File: src/hdl/upq_pkg.sv
// upq_pkg: shared types, codes and size constants for the unique priority queue engine
// used by the core, the compare unit and the port checker; no dependencies
package upq_pkg;

  localparam int TAG_BITS     = 32;
  localparam int PRIO_BITS    = 16;
  localparam int CAPACITY_DEF = 16;
  localparam int KIND_W       = 3;
  localparam int STATUS_W     = 3;
  localparam int CNT_OUT_W    = $clog2(CAPACITY_DEF + 1);

  // operation codes
  localparam logic [KIND_W-1:0] KIND_ENQ    = 3'd0;
  localparam logic [KIND_W-1:0] KIND_DEQ    = 3'd1;
  localparam logic [KIND_W-1:0] KIND_PEEK   = 3'd2;
  localparam logic [KIND_W-1:0] KIND_LOOKUP = 3'd3;
  localparam logic [KIND_W-1:0] KIND_RANGE  = 3'd4;
  localparam logic [KIND_W-1:0] KIND_CLEAR  = 3'd5;

  // result status codes
  localparam logic [STATUS_W-1:0] ST_DONE  = 3'd0;
  localparam logic [STATUS_W-1:0] ST_TAKEN = 3'd1;
  localparam logic [STATUS_W-1:0] ST_NOTAG = 3'd2;
  localparam logic [STATUS_W-1:0] ST_FULL  = 3'd3;
  localparam logic [STATUS_W-1:0] ST_EMPTY = 3'd4;

  typedef struct packed {
    logic [KIND_W-1:0]    kind;
    logic                 change_mode;
    logic [TAG_BITS-1:0]  tag;
    logic [PRIO_BITS-1:0] prio_value;
    logic [PRIO_BITS-1:0] prio_upper;
  } upq_in_t;

  typedef struct packed {
    logic [STATUS_W-1:0]  status;
    logic [TAG_BITS-1:0]  tag_out;
    logic [PRIO_BITS-1:0] prio_out;
    logic [CNT_OUT_W-1:0] removed_count;
    logic [CNT_OUT_W-1:0] fill_level;
    logic                 table_empty;
  } upq_out_t;

  typedef struct packed {
    logic [TAG_BITS-1:0]  tag;
    logic [PRIO_BITS-1:0] prio;
  } entry_t;

  localparam int ENTRY_BITS = $bits(entry_t);

  // flags from the shared compare unit for one table entry
  typedef struct packed {
    logic tag_eq;
    logic prio_eq;
    logic prio_gt;
    logic in_range;
  } cmp_t;

endpackage

File: src/hdl/upq_ram.sv
// upq_ram: generic single-write, single-read RAM with registered read data
// no dependencies
module upq_ram #(
  parameter int WIDTH = 8,
  parameter int DEPTH = 16,
  localparam int AW   = (DEPTH > 1) ? $clog2(DEPTH) : 1
) (
  input  logic             clk,
  input  logic             we,
  input  logic [AW-1:0]    waddr,
  input  logic [WIDTH-1:0] wdata,
  input  logic [AW-1:0]    raddr,
  output logic [WIDTH-1:0] rdata
);

  logic [WIDTH-1:0] mem [DEPTH];

  always_ff @(posedge clk) begin
    if (we) begin
      mem[waddr] <= wdata;
    end
    rdata <= mem[raddr];
  end

endmodule

File: src/hdl/upq_cmp.sv
// upq_cmp: shared compare unit, checks one table entry against the current command
// depends on upq_pkg
module upq_cmp (
  input  upq_pkg::entry_t                  entry,
  input  logic [upq_pkg::TAG_BITS-1:0]     tag,
  input  logic [upq_pkg::PRIO_BITS-1:0]    prio_lo,
  input  logic [upq_pkg::PRIO_BITS-1:0]    prio_hi,
  output upq_pkg::cmp_t                    flags
);
  import upq_pkg::*;

  always_comb begin
    flags.tag_eq   = (entry.tag == tag);
    flags.prio_eq  = (entry.prio == prio_lo);
    flags.prio_gt  = (entry.prio > prio_lo);
    flags.in_range = (entry.prio >= prio_lo) && (entry.prio <= prio_hi);
  end

endmodule

File: src/hdl/unique_priority_queue_engine_core.sv
// unique_priority_queue_engine_core: top level, sequencer around the entry RAM
// depends on upq_pkg, upq_ram, upq_cmp
//
// The table is held in one RAM, ordered from highest to lowest priority, and every
// command but clear and the unused codes walks it through the single read port, one
// entry a cycle, with one shared compare unit. Peek, lookup, a dequeue on an empty
// table and rejected enqueues or changes do a scan only; any other dequeue does a
// scan, then a compaction pass; range removal a compaction pass only; an enqueue a
// scan, then an upward shift from the insert point; a priority change a scan, a
// removal pass and an insert shift; clear and the unused codes go straight to the
// result. busy stays high from accept until the result is out, and start is only
// taken while busy is low. The result is shown for exactly one cycle with done high;
// there is no back-pressure, so the receiver must take it then.
module unique_priority_queue_engine_core #(
  parameter int CAPACITY = upq_pkg::CAPACITY_DEF
) (
  input  logic              clk,
  input  logic              rst,
  input  logic              start,
  input  upq_pkg::upq_in_t  cmd,
  output logic              busy,
  output logic              done,
  output upq_pkg::upq_out_t result
);
  import upq_pkg::*;

  localparam int IDX_W = $clog2(CAPACITY);
  localparam int CNT_W = $clog2(CAPACITY + 1);

  typedef enum logic [2:0] {S_IDLE, S_SCAN, S_FILTER, S_INSERT, S_DONE} state_t;

  state_t               state;
  upq_in_t              op;
  logic [CNT_W-1:0]     count;
  logic [CNT_W-1:0]     rd_idx;
  logic [CNT_W-1:0]     wr_idx;
  logic [CNT_W-1:0]     removed;
  logic [CNT_W-1:0]     gt_cnt;
  logic [CNT_W-1:0]     ins_pos;
  logic                 pend;
  logic [IDX_W-1:0]     pend_idx;
  logic [IDX_W-1:0]     drop_idx;
  logic [IDX_W-1:0]     hit_idx;
  logic [1:0]           hits;
  logic                 found;
  logic                 taken;
  logic                 hit_gt;
  logic                 ins_after;
  logic [PRIO_BITS-1:0] hit_prio;
  logic [TAG_BITS-1:0]  head_tag;
  logic [PRIO_BITS-1:0] head_prio;
  logic [STATUS_W-1:0]  status;
  logic [TAG_BITS-1:0]  tag_o;
  logic [PRIO_BITS-1:0] prio_o;

  logic                  ram_we;
  logic [IDX_W-1:0]      ram_waddr;
  logic [ENTRY_BITS-1:0] ram_wdata;
  logic [IDX_W-1:0]      ram_raddr;
  logic [ENTRY_BITS-1:0] ram_rdata;
  entry_t                rd_entry;
  cmp_t                  flags;
  logic                  issue;
  logic                  range_mode;
  logic                  drop;
  logic [CNT_W-1:0]      rd_dec;

  upq_ram #(
    .WIDTH(ENTRY_BITS),
    .DEPTH(CAPACITY)
  ) u_ram (
    .clk  (clk),
    .we   (ram_we),
    .waddr(ram_waddr),
    .wdata(ram_wdata),
    .raddr(ram_raddr),
    .rdata(ram_rdata)
  );

  assign rd_entry = entry_t'(ram_rdata);

  upq_cmp u_cmp (
    .entry  (rd_entry),
    .tag    (op.tag),
    .prio_lo(op.prio_value),
    .prio_hi(op.prio_upper),
    .flags  (flags)
  );

  assign busy       = (state != S_IDLE);
  assign range_mode = (op.kind == KIND_RANGE);
  assign drop       = range_mode ? flags.in_range : (pend_idx == drop_idx);
  assign rd_dec     = rd_idx - 1'b1;

  // read issue and write port steering
  always_comb begin
    issue     = 1'b0;
    ram_raddr = '0;
    ram_we    = 1'b0;
    ram_waddr = '0;
    ram_wdata = {op.tag, op.prio_value};
    unique case (state)
      S_SCAN: begin
        if (rd_idx < count) begin
          issue     = 1'b1;
          ram_raddr = rd_idx[IDX_W-1:0];
        end
      end
      S_FILTER: begin
        if (rd_idx < count) begin
          issue     = 1'b1;
          ram_raddr = rd_idx[IDX_W-1:0];
        end
        // compaction: kept entries slide down, writes never pass the read pointer
        if (pend && !drop) begin
          ram_we    = 1'b1;
          ram_waddr = wr_idx[IDX_W-1:0];
          ram_wdata = ram_rdata;
        end
      end
      S_INSERT: begin
        if (rd_idx > ins_pos) begin
          issue     = 1'b1;
          ram_raddr = rd_dec[IDX_W-1:0];
        end
        // shift up from the top, then drop the new entry into the gap
        if (pend) begin
          ram_we    = 1'b1;
          ram_waddr = pend_idx + 1'b1;
          ram_wdata = ram_rdata;
        end else if (!issue) begin
          ram_we    = 1'b1;
          ram_waddr = ins_pos[IDX_W-1:0];
        end
      end
      default: ;
    endcase
  end

  always_ff @(posedge clk) begin
    if (rst) begin
      state <= S_IDLE;
      count <= '0;
      pend  <= 1'b0;
      done  <= 1'b0;
    end else begin
      done <= 1'b0;
      pend <= issue;
      if (issue) begin
        pend_idx <= ram_raddr;
      end
      unique case (state)
        S_IDLE: begin
          if (start) begin
            op        <= cmd;
            status    <= ST_DONE;
            tag_o     <= '0;
            prio_o    <= '0;
            removed   <= '0;
            hits      <= '0;
            found     <= 1'b0;
            taken     <= 1'b0;
            gt_cnt    <= '0;
            rd_idx    <= '0;
            wr_idx    <= '0;
            ins_after <= 1'b0;
            drop_idx  <= '0;
            unique case (cmd.kind) inside
              KIND_ENQ, KIND_DEQ, KIND_PEEK, KIND_LOOKUP: state <= S_SCAN;
              KIND_RANGE: state <= S_FILTER;
              KIND_CLEAR: begin
                count <= '0;
                state <= S_DONE;
              end
              default: state <= S_DONE;
            endcase
          end
        end
        S_SCAN: begin
          if (issue) begin
            rd_idx <= rd_idx + 1'b1;
          end
          if (pend) begin
            if (pend_idx == '0) begin
              head_tag  <= rd_entry.tag;
              head_prio <= rd_entry.prio;
            end
            if (flags.prio_eq) begin
              taken <= 1'b1;
            end
            if (flags.prio_gt) begin
              gt_cnt <= gt_cnt + 1'b1;
            end
            if (flags.tag_eq) begin
              if (hits != 2'd2) begin
                hits <= hits + 2'd1;
              end
              hit_idx <= pend_idx;
              hit_gt  <= flags.prio_gt;
              // lookup answers with the hit nearest the head
              if (!found) begin
                found    <= 1'b1;
                hit_prio <= rd_entry.prio;
              end
            end
          end else if (!issue) begin
            rd_idx <= '0;
            state  <= S_DONE;
            unique case (op.kind) inside
              KIND_ENQ: begin
                if (op.change_mode) begin
                  if (hits != 2'd1) begin
                    status <= ST_NOTAG;
                  end else if (taken) begin
                    status <= ST_TAKEN;
                  end else begin
                    // removed entry sat above the insert point if its priority was higher
                    drop_idx  <= hit_idx;
                    ins_after <= 1'b1;
                    ins_pos   <= gt_cnt - CNT_W'(hit_gt);
                    state     <= S_FILTER;
                  end
                end else if (taken) begin
                  status <= ST_TAKEN;
                end else if (count == CNT_W'(CAPACITY)) begin
                  status <= ST_FULL;
                end else begin
                  ins_pos <= gt_cnt;
                  rd_idx  <= count;
                  state   <= S_INSERT;
                end
              end
              KIND_DEQ, KIND_PEEK: begin
                if (count == '0) begin
                  status <= ST_EMPTY;
                end else begin
                  tag_o  <= head_tag;
                  prio_o <= head_prio;
                  if (op.kind == KIND_DEQ) begin
                    drop_idx <= '0;
                    state    <= S_FILTER;
                  end
                end
              end
              KIND_LOOKUP: begin
                if (found) begin
                  prio_o <= hit_prio;
                end else begin
                  status <= ST_NOTAG;
                end
              end
              default: ;
            endcase
          end
        end
        S_FILTER: begin
          if (issue) begin
            rd_idx <= rd_idx + 1'b1;
          end
          if (pend) begin
            if (!drop) begin
              wr_idx <= wr_idx + 1'b1;
            end else if (range_mode) begin
              removed <= removed + 1'b1;
            end
          end else if (!issue) begin
            count <= wr_idx;
            if (ins_after) begin
              rd_idx <= wr_idx;
              state  <= S_INSERT;
            end else begin
              state <= S_DONE;
            end
          end
        end
        S_INSERT: begin
          if (issue) begin
            rd_idx <= rd_dec;
          end
          if (!pend && !issue) begin
            count <= count + 1'b1;
            state <= S_DONE;
          end
        end
        S_DONE: begin
          done                 <= 1'b1;
          result.status        <= status;
          result.tag_out       <= tag_o;
          result.prio_out      <= prio_o;
          result.removed_count <= CNT_OUT_W'(removed);
          result.fill_level    <= CNT_OUT_W'(count);
          result.table_empty   <= (count == '0);
          state                <= S_IDLE;
        end
        default: state <= S_IDLE;
      endcase
    end
  end

endmodule

File: config.mk
export PLATFORM = sky130hd
export DESIGN_NAME = unique_priority_queue_engine_core
export DESIGN_NICKNAME = d
export VERILOG_FILES = /design/src/hdl/upq_pkg.sv /design/src/hdl/upq_ram.sv /design/src/hdl/upq_cmp.sv /design/src/hdl/unique_priority_queue_engine_core.sv
export SDC_FILE = /design/constraint.sdc
export NUM_CORES = 1
export LEC_CHECK = 0
export ABC_AREA = 1
export BUFFER_PORTS_ARGS = -buffer_cell sky130_fd_sc_hd__buf_2
export CAP_MARGIN = 0
export CORE_MARGIN = 2
export CORE_UTILIZATION = 40
export DETAILED_ROUTE_END_ITERATION = 8
export GPL_TIMING_DRIVEN = 0
export PLACE_DENSITY = 0.64
export SLEW_MARGIN = 5
export SYNTH_ARGS = -nofsm -noshare
export SYNTH_HDL_FRONTEND = slang
export SYNTH_SLANG_ARGS = --single-unit
File: constraint.sdc
create_clock -name clk -period 16.25 [get_ports clk]
set_input_delay 2.4375 -clock clk [delete_from_list [all_inputs] [get_ports clk]]
set_output_delay 2.4375 -clock clk [all_outputs]
set_load 0.01 [all_outputs]
==> impl_metrics.csv, run 1 <==
group,metric,value,unit
timing,timing.fmax,229,MHz
worst_setup_path,cp_num_buf_inv,3,
timing,finalHoldViolations,0,
cts,htreeDepth,3,
timing,min_period,4.36,ns
worst_setup_path,critical_path_class,"reg -> out",
worst_setup_path,end_kind,"output pin",
yosys,yosys.area.top_type,"edfxtp_1",
cts,cts_setup_buffers,0,
detailed_routing,wl,130000,um
yosys,synth_top_area_share,0.667,
power_and_ir_drop,vdd_drop_max,0.000101,V
yosys,synth_edf_count,1056,
status,status,"complete, no violations",
timing,fin_worst_skew,0.0314,ns
floorplan,core,0.118,mm^2
worst_setup_path,critPathTopFamily,"simple AND/OR/NAND/NOR gates",
yosys,synthMostInstantiatedCell,"nand2_1",
cts,root_buffer,"clkbuf_16",
worst_setup_path,cp_cell_sequence,"nor2_1, inv_1, nor2_1, inv_1, buf_2",
yosys,synthCells,4285,
detailed_routing,drtPass1Iterations,6,
power_and_ir_drop,power_leakage,21.4,nW
layout,stdcell_area,0.0547,mm^2
yosys,syn_area,0.0475,mm^2
flow_run,maxCapViolCount,0,
global_routing,antenna_found_initial,8,
floorplan,die_x,349,um
cts,cts_sinks,1114,
detailed_routing,wl_per_cell,21.0,um
global_routing,grt_pass1_wl,193000,um
worst_setup_path,required,13.81,ns
layout,drive_above_1_share,0.108,
detailed_routing,vias_per_cell,5.20,
yosys,synthDistinctLibCells,46,
global_routing,grt_max_degree,32,
place,dp_hpwl,93600,um
layout,area_growth,15.2,%
yosys,ys_seq_area_frac,0.692,
yosys,syn-num-nets,4410,
detailed_routing,drtIter0Drc,3521,
min_path,worst_hold_path_type,"reg -> reg",
place,io_buffers,133,
place,dpl_worst_slack,11.48,ns
yosys,ys_ff_latch,1114,
yosys,async_flop_share,0,
yosys,synthTopCellsByArea,"edfxtp_1 67%, nand2_1 11%, nand3_1 5.0%",
worst_setup_path,worstPathMaxFanout,6,
floorplan,pin_count,135,
place,routabilityCongestion,0.882,
worst_setup_path,cp_slowest_cell,"dfxtp_1",
cts,hold_buffers,0,
cts,insertion_delay,0.72,ns
detailed_routing,route.vias.total,32300,
timing,rsz0062_at_grt,"false",
detailed_routing,final_antenna_net_count,0,
worst_setup_path,cp.arrival,1.92,ns
cts,cts.clk_slew.worst_paths,0.06,ns
timing,max_slew_margin,0.0976,
floorplan,row_count,126,
timing,worstMarginPinSlew,1.35,ns
floorplan,dieHeight,349,um
power_and_ir_drop,power.density,168,mW/mm^2
timing,setup_ws,11.89,ns
power_and_ir_drop,finalPower,9.18,mW
timing,slew_violations,0,
global_routing,grt-ovfl-total,0,
cts,cts_resized,0,
worst_setup_path,slowest_delay,0.37,ns
yosys,syn_avg_cell_area,11.1,um^2
layout,fin_nets,4700,
cts,cts_buffers,108,
cts,cts_tree,"yes",
timing,post-route-period-util,0.268,
yosys,synthTopCellsByCount,"1340 x nand2_1, 1056 x edfxtp_1, 470 x nand3_1",
floorplan,start_util,0.403,
worst_setup_path,startpoint_type,"flip-flop",
global_routing,grtUsageTotal,0.211,
detailed_routing,drc,0,
yosys,synth_warnings,0,
global_routing,grt_pass1_vias,30900,
timing,final.setup.tns,0,ns
floorplan,die_area,0.122,mm^2
timing,finalSetupViolations,0,
yosys,synth_flop_cell,"edfxtp_1",
cts,clk_path_buf_depth,3,
place,place_area,0.0511,mm^2
## worst paths after layout
check / from / end / slack, ns / cells past startpoint
max: state[0] / busy / 11.89 / 5
min: tag_o[0] / result[27] / 0.41 / 0
max reg2reg: op[31] / u_ram.mem[12][41] / 12.08 / 15
min reg2reg: tag_o[0] / result[27] / 0.41 / 0
## sequential cells by signal, summed over array words and instances, names as in the netlist, 16 cells and up
register,flops
result,62
head_tag,32
u_ram.mem,768
prio_o,16
head_prio,16
tag_o,32
hit_prio,16
op,68
u_ram.rdata,48
## placed cells by master, fill, tap and decap left out, types with 7 or more instances in the layout
master     synthesis  routed
nand3b_1          48      48
buf_6              2       9
dfxtp_1           58      58
o22ai_1            7       7
clkinv_2           0      12
nor2_1           156     139
buf_4             14      20
nor3_1            15      11
clkbuf_16          0     109
nand3_1          470     470
inv_1            469     469
a21oi_1           38      38
clkinv_1           4      18
nand4_1           23      23
nand2_1         1340    1340
xnor2_1           18      18
buf_2            108     241
nor2_4             2      19
clkbuf_1          77     117
buf_12             0      22
bufinv_16          0      13
buf_16             0      11
o21ai_0           48      48
buf_1             13      13
o211ai_1         197     197
clkbuf_8           0       7
inv_2             12      12
edfxtp_1        1056    1056
ha_1              54      54
xor2_1            13      13
## power breakdown
part	total [mW]	switching, mW	internal [mW]
clock network	2.55	1.07	1.48
registers	3.97	0.197	3.78
logic	2.66	2.00	0.664
## cell families after synthesis
group,synth area share
compound gates,0.0457
buf+inv,0.0595
simple gates,0.183
fa+ha+maj,0.0142
xor+xnor,0.00572
flops,0.692
## cell type report
cell class / instances / area, um^2
fill: 10500 / 63200
timing repair buffer: 180 / 1550
sequential: 1114 / 32900
tap: 1536 / 1920
multi-input combinational: 2472 / 12000
clock buffer: 156 / 2970
inverter: 485 / 1820
buffer: 214 / 1010
clock inverter: 47 / 628
antenna: 3 / 7.51
## metrics by stage
| stage | hold WS [ns] | instances | util |
|---|---|---|---|
| finish | 0.414 | 6207 | 0.464 |
| global route | 0.427 | 6205 | 0.464 |
| CTS | 0.417 | 6204 | 0.464 |
| detailed placement | 0.405 | 6001 | 0.434 |
| global placement | 0.402 | 5954 | 0.425 |
| floorplan | 0.400 | 4285 | - |
## layer usage
| metal | up-vias | GRT usage | share of wire |
|---|---|---|---|
| met1 | 15500 | 0.274 | 0.41 |
| met5 | - | 0 | 0 |
| li1 | 15200 | - | - |
| met4 | 0 | 0.0712 | 0.028 |
| met2 | 1384 | 0.361 | 0.48 |
| met3 | 230 | 0.0306 | 0.081 |
(Power assumes the default switching activity.)
==> run 2: changes to the inputs <==
clock period = 4.46 ns   (was 16.25 ns; I/O delays follow)
==> run 2 against run 1 <==
  * Register-to-register slack got worse by 12 ns
  * Sequential share of layout area is 0.095 points higher
  * Critical path depth up 10
  * Global-route usage is 0.18 points higher
  * Via count about the same
  * Sequential power increased to 3.7 times the previous value
==> impl_metrics.csv, run 2 (synthesis gave the netlist of run 1 again) <==
group,metric,value,unit
detailed_routing,final_antenna_net_count,0,
timing,worstMarginPinSlew,1.31,ns
status,status,"complete, no violations",
worst_setup_path,rrSetupSlack,0.30,ns
flow_run,maxCapViolCount,0,
floorplan,die_x,349,um
power_and_ir_drop,finalPower,33.2,mW
worst_setup_path,critical_path_class,"reg -> reg",
layout,utilization,0.464,
cts,cts_tree,"yes",
worst_setup_path,reg2reg_from,"op[31]",
layout,area_growth,15.1,%
floorplan,row_count,126,
layout,stdcell_area,0.0547,mm^2
power_and_ir_drop,vdd_drop_max,0.000373,V
layout,largest_registers,"u_ram.mem (768), op (68), result (62)",
layout,top_register,"u_ram.mem",
worst_setup_path,end_kind,"flip-flop",
layout,layout_commonest_cell,"nand2_1",
min_path,worst_hold_path_type,"in -> reg",
worst_setup_path,required,4.65,ns
detailed_routing,route.vias.total,32300,
floorplan,die_area,0.122,mm^2
place,dp_hpwl,94200,um
timing,whs,0.148,ns
detailed_routing,wl,131000,um
detailed_routing,drc,0,
global_routing,grt-ovfl-total,0,
detailed_routing,wl_per_cell,21.1,um
detailed_routing,drtPass1Iterations,5,
timing,min_period,4.16,ns
floorplan,pin_count,135,
detailed_routing,dr_wl_met3,10900,um
detailed_routing,drtIter0Drc,3533,
timing,max_slew_margin,0.125,
layout,fin_cells,6199,
cts,cts_sinks,1114,
floorplan,dieHeight,349,um
timing,fin_worst_skew,0.0397,ns
timing,setup_ws,0.302,ns
place,dpl_worst_slack,0.276,ns
cts,htreeDepth,3,
cts,cts_setup_buffers,0,
cts,root_buffer,"clkbuf_16",
power_and_ir_drop,power_leakage,21.3,nW
detailed_routing,top_layer,"met4",
layout,fin_nets,4696,
cts,cts.clk_slew.worst_paths,0.06,ns
place,routabilityCongestion,0.890,
global_routing,antenna_found_initial,2,
worst_setup_path,startpoint_type,"flip-flop",
timing,rsz0062_at_grt,"false",
floorplan,core,0.118,mm^2
global_routing,grtUsageTotal,0.213,
layout,most-common-layout-cells,"1340 x nand2_1, 1056 x edfxtp_1, 470 x nand3_1",
detailed_routing,wl_met2,63200,um
global_routing,grt_max_degree,32,
timing,post-route-period-util,0.932,
worst_setup_path,cp-startpoint,"op[31]",
min_path,hp-start,"cmd[18]",
worst_setup_path,r2r_end,"u_ram.mem[14][45]",
timing,final.setup.tns,0,ns
cts,clk_path_buf_depth,3,
global_routing,grt_pass1_vias,31300,
cts,hold_buffers,0,
timing,timing.fmax,241,MHz
detailed_routing,met1Wirelength,52500,um
power_and_ir_drop,power.density,607,mW/mm^2
cts,insertion_delay,0.70,ns
worst_setup_path,ff2ff_path_depth,15,
detailed_routing,vias_per_cell,5.21,
timing,slew_violations,0,
floorplan,start_util,0.403,
cts,cts_resized,0,
timing,finalHoldViolations,0,
layout,drive_above_1_share,0.108,
cts,cts_buffers,108,
place,place_area,0.0512,mm^2
place,numPlacedInstances,5997,
min_path,min_to,"op[18]",
timing,finalSetupViolations,0,
worst_setup_path,cp.arrival,4.34,ns
worst_setup_path,worstPathMaxFanout,16,
min_path,hold_path_depth,1,
layout,largest_reg_flops,768,
place,io_buffers,133,
global_routing,grt_pass1_wl,194000,um
## run 2: where the power goes
group / internal, mW / switching [mW] / total [mW]
Clock: 5.11 / 3.92 / 9.03
Sequential: 13.8 / 0.718 / 14.5
Combinational: 2.43 / 7.26 / 9.69
## run 2: cell type report
type                       count  area (um^2)
fill                       10400        63300
tap                         1536         1920
clock buffer                 138         2900
multi-input combinational   2472        12000
clock inverter                63          596
sequential                  1114        32900
timing repair buffer         176         1560
inverter                     485         1820
antenna                        1         2.50
buffer                       214         1010
## run 2: worst max-delay path: stages, from the launching register on
cell and delay, ns:
edfxtp_1 0.46, inv_1 0.10, ha_1 0.31, nand2_1 0.06
nor2_1 0.14, nand4_1 0.11, inv_1 0.10, nand2_1 0.12
nand3_1 0.11, nand3_1 0.31, nand3_1 0.36, buf_2 0.33
buf_2 0.30, nand2_1 0.09, o211ai_1 0.10, nand3_1 0.62
## run 2: how the worst max path moves through the flow
stage / end / slack [ns] / cells after the start
floorplan: u_ram.mem[12][0] / 0.03 / 13
global placement: u_ram.mem[0][35] / -2.96 / 12
detailed placement: u_ram.mem[12][37] / 0.28 / 15
CTS: u_ram.mem[0][7] / 0.28 / 13
global route: u_ram.mem[2][37] / 0.07 / 15
finish: u_ram.mem[14][45] / 0.30 / 15
## run 2: layer usage
layer  GRT usage  up-vias
met2       0.362     1409
met4      0.0723        0
met5           0        -
met3      0.0351      246
li1            -    15200
met1       0.275    15500
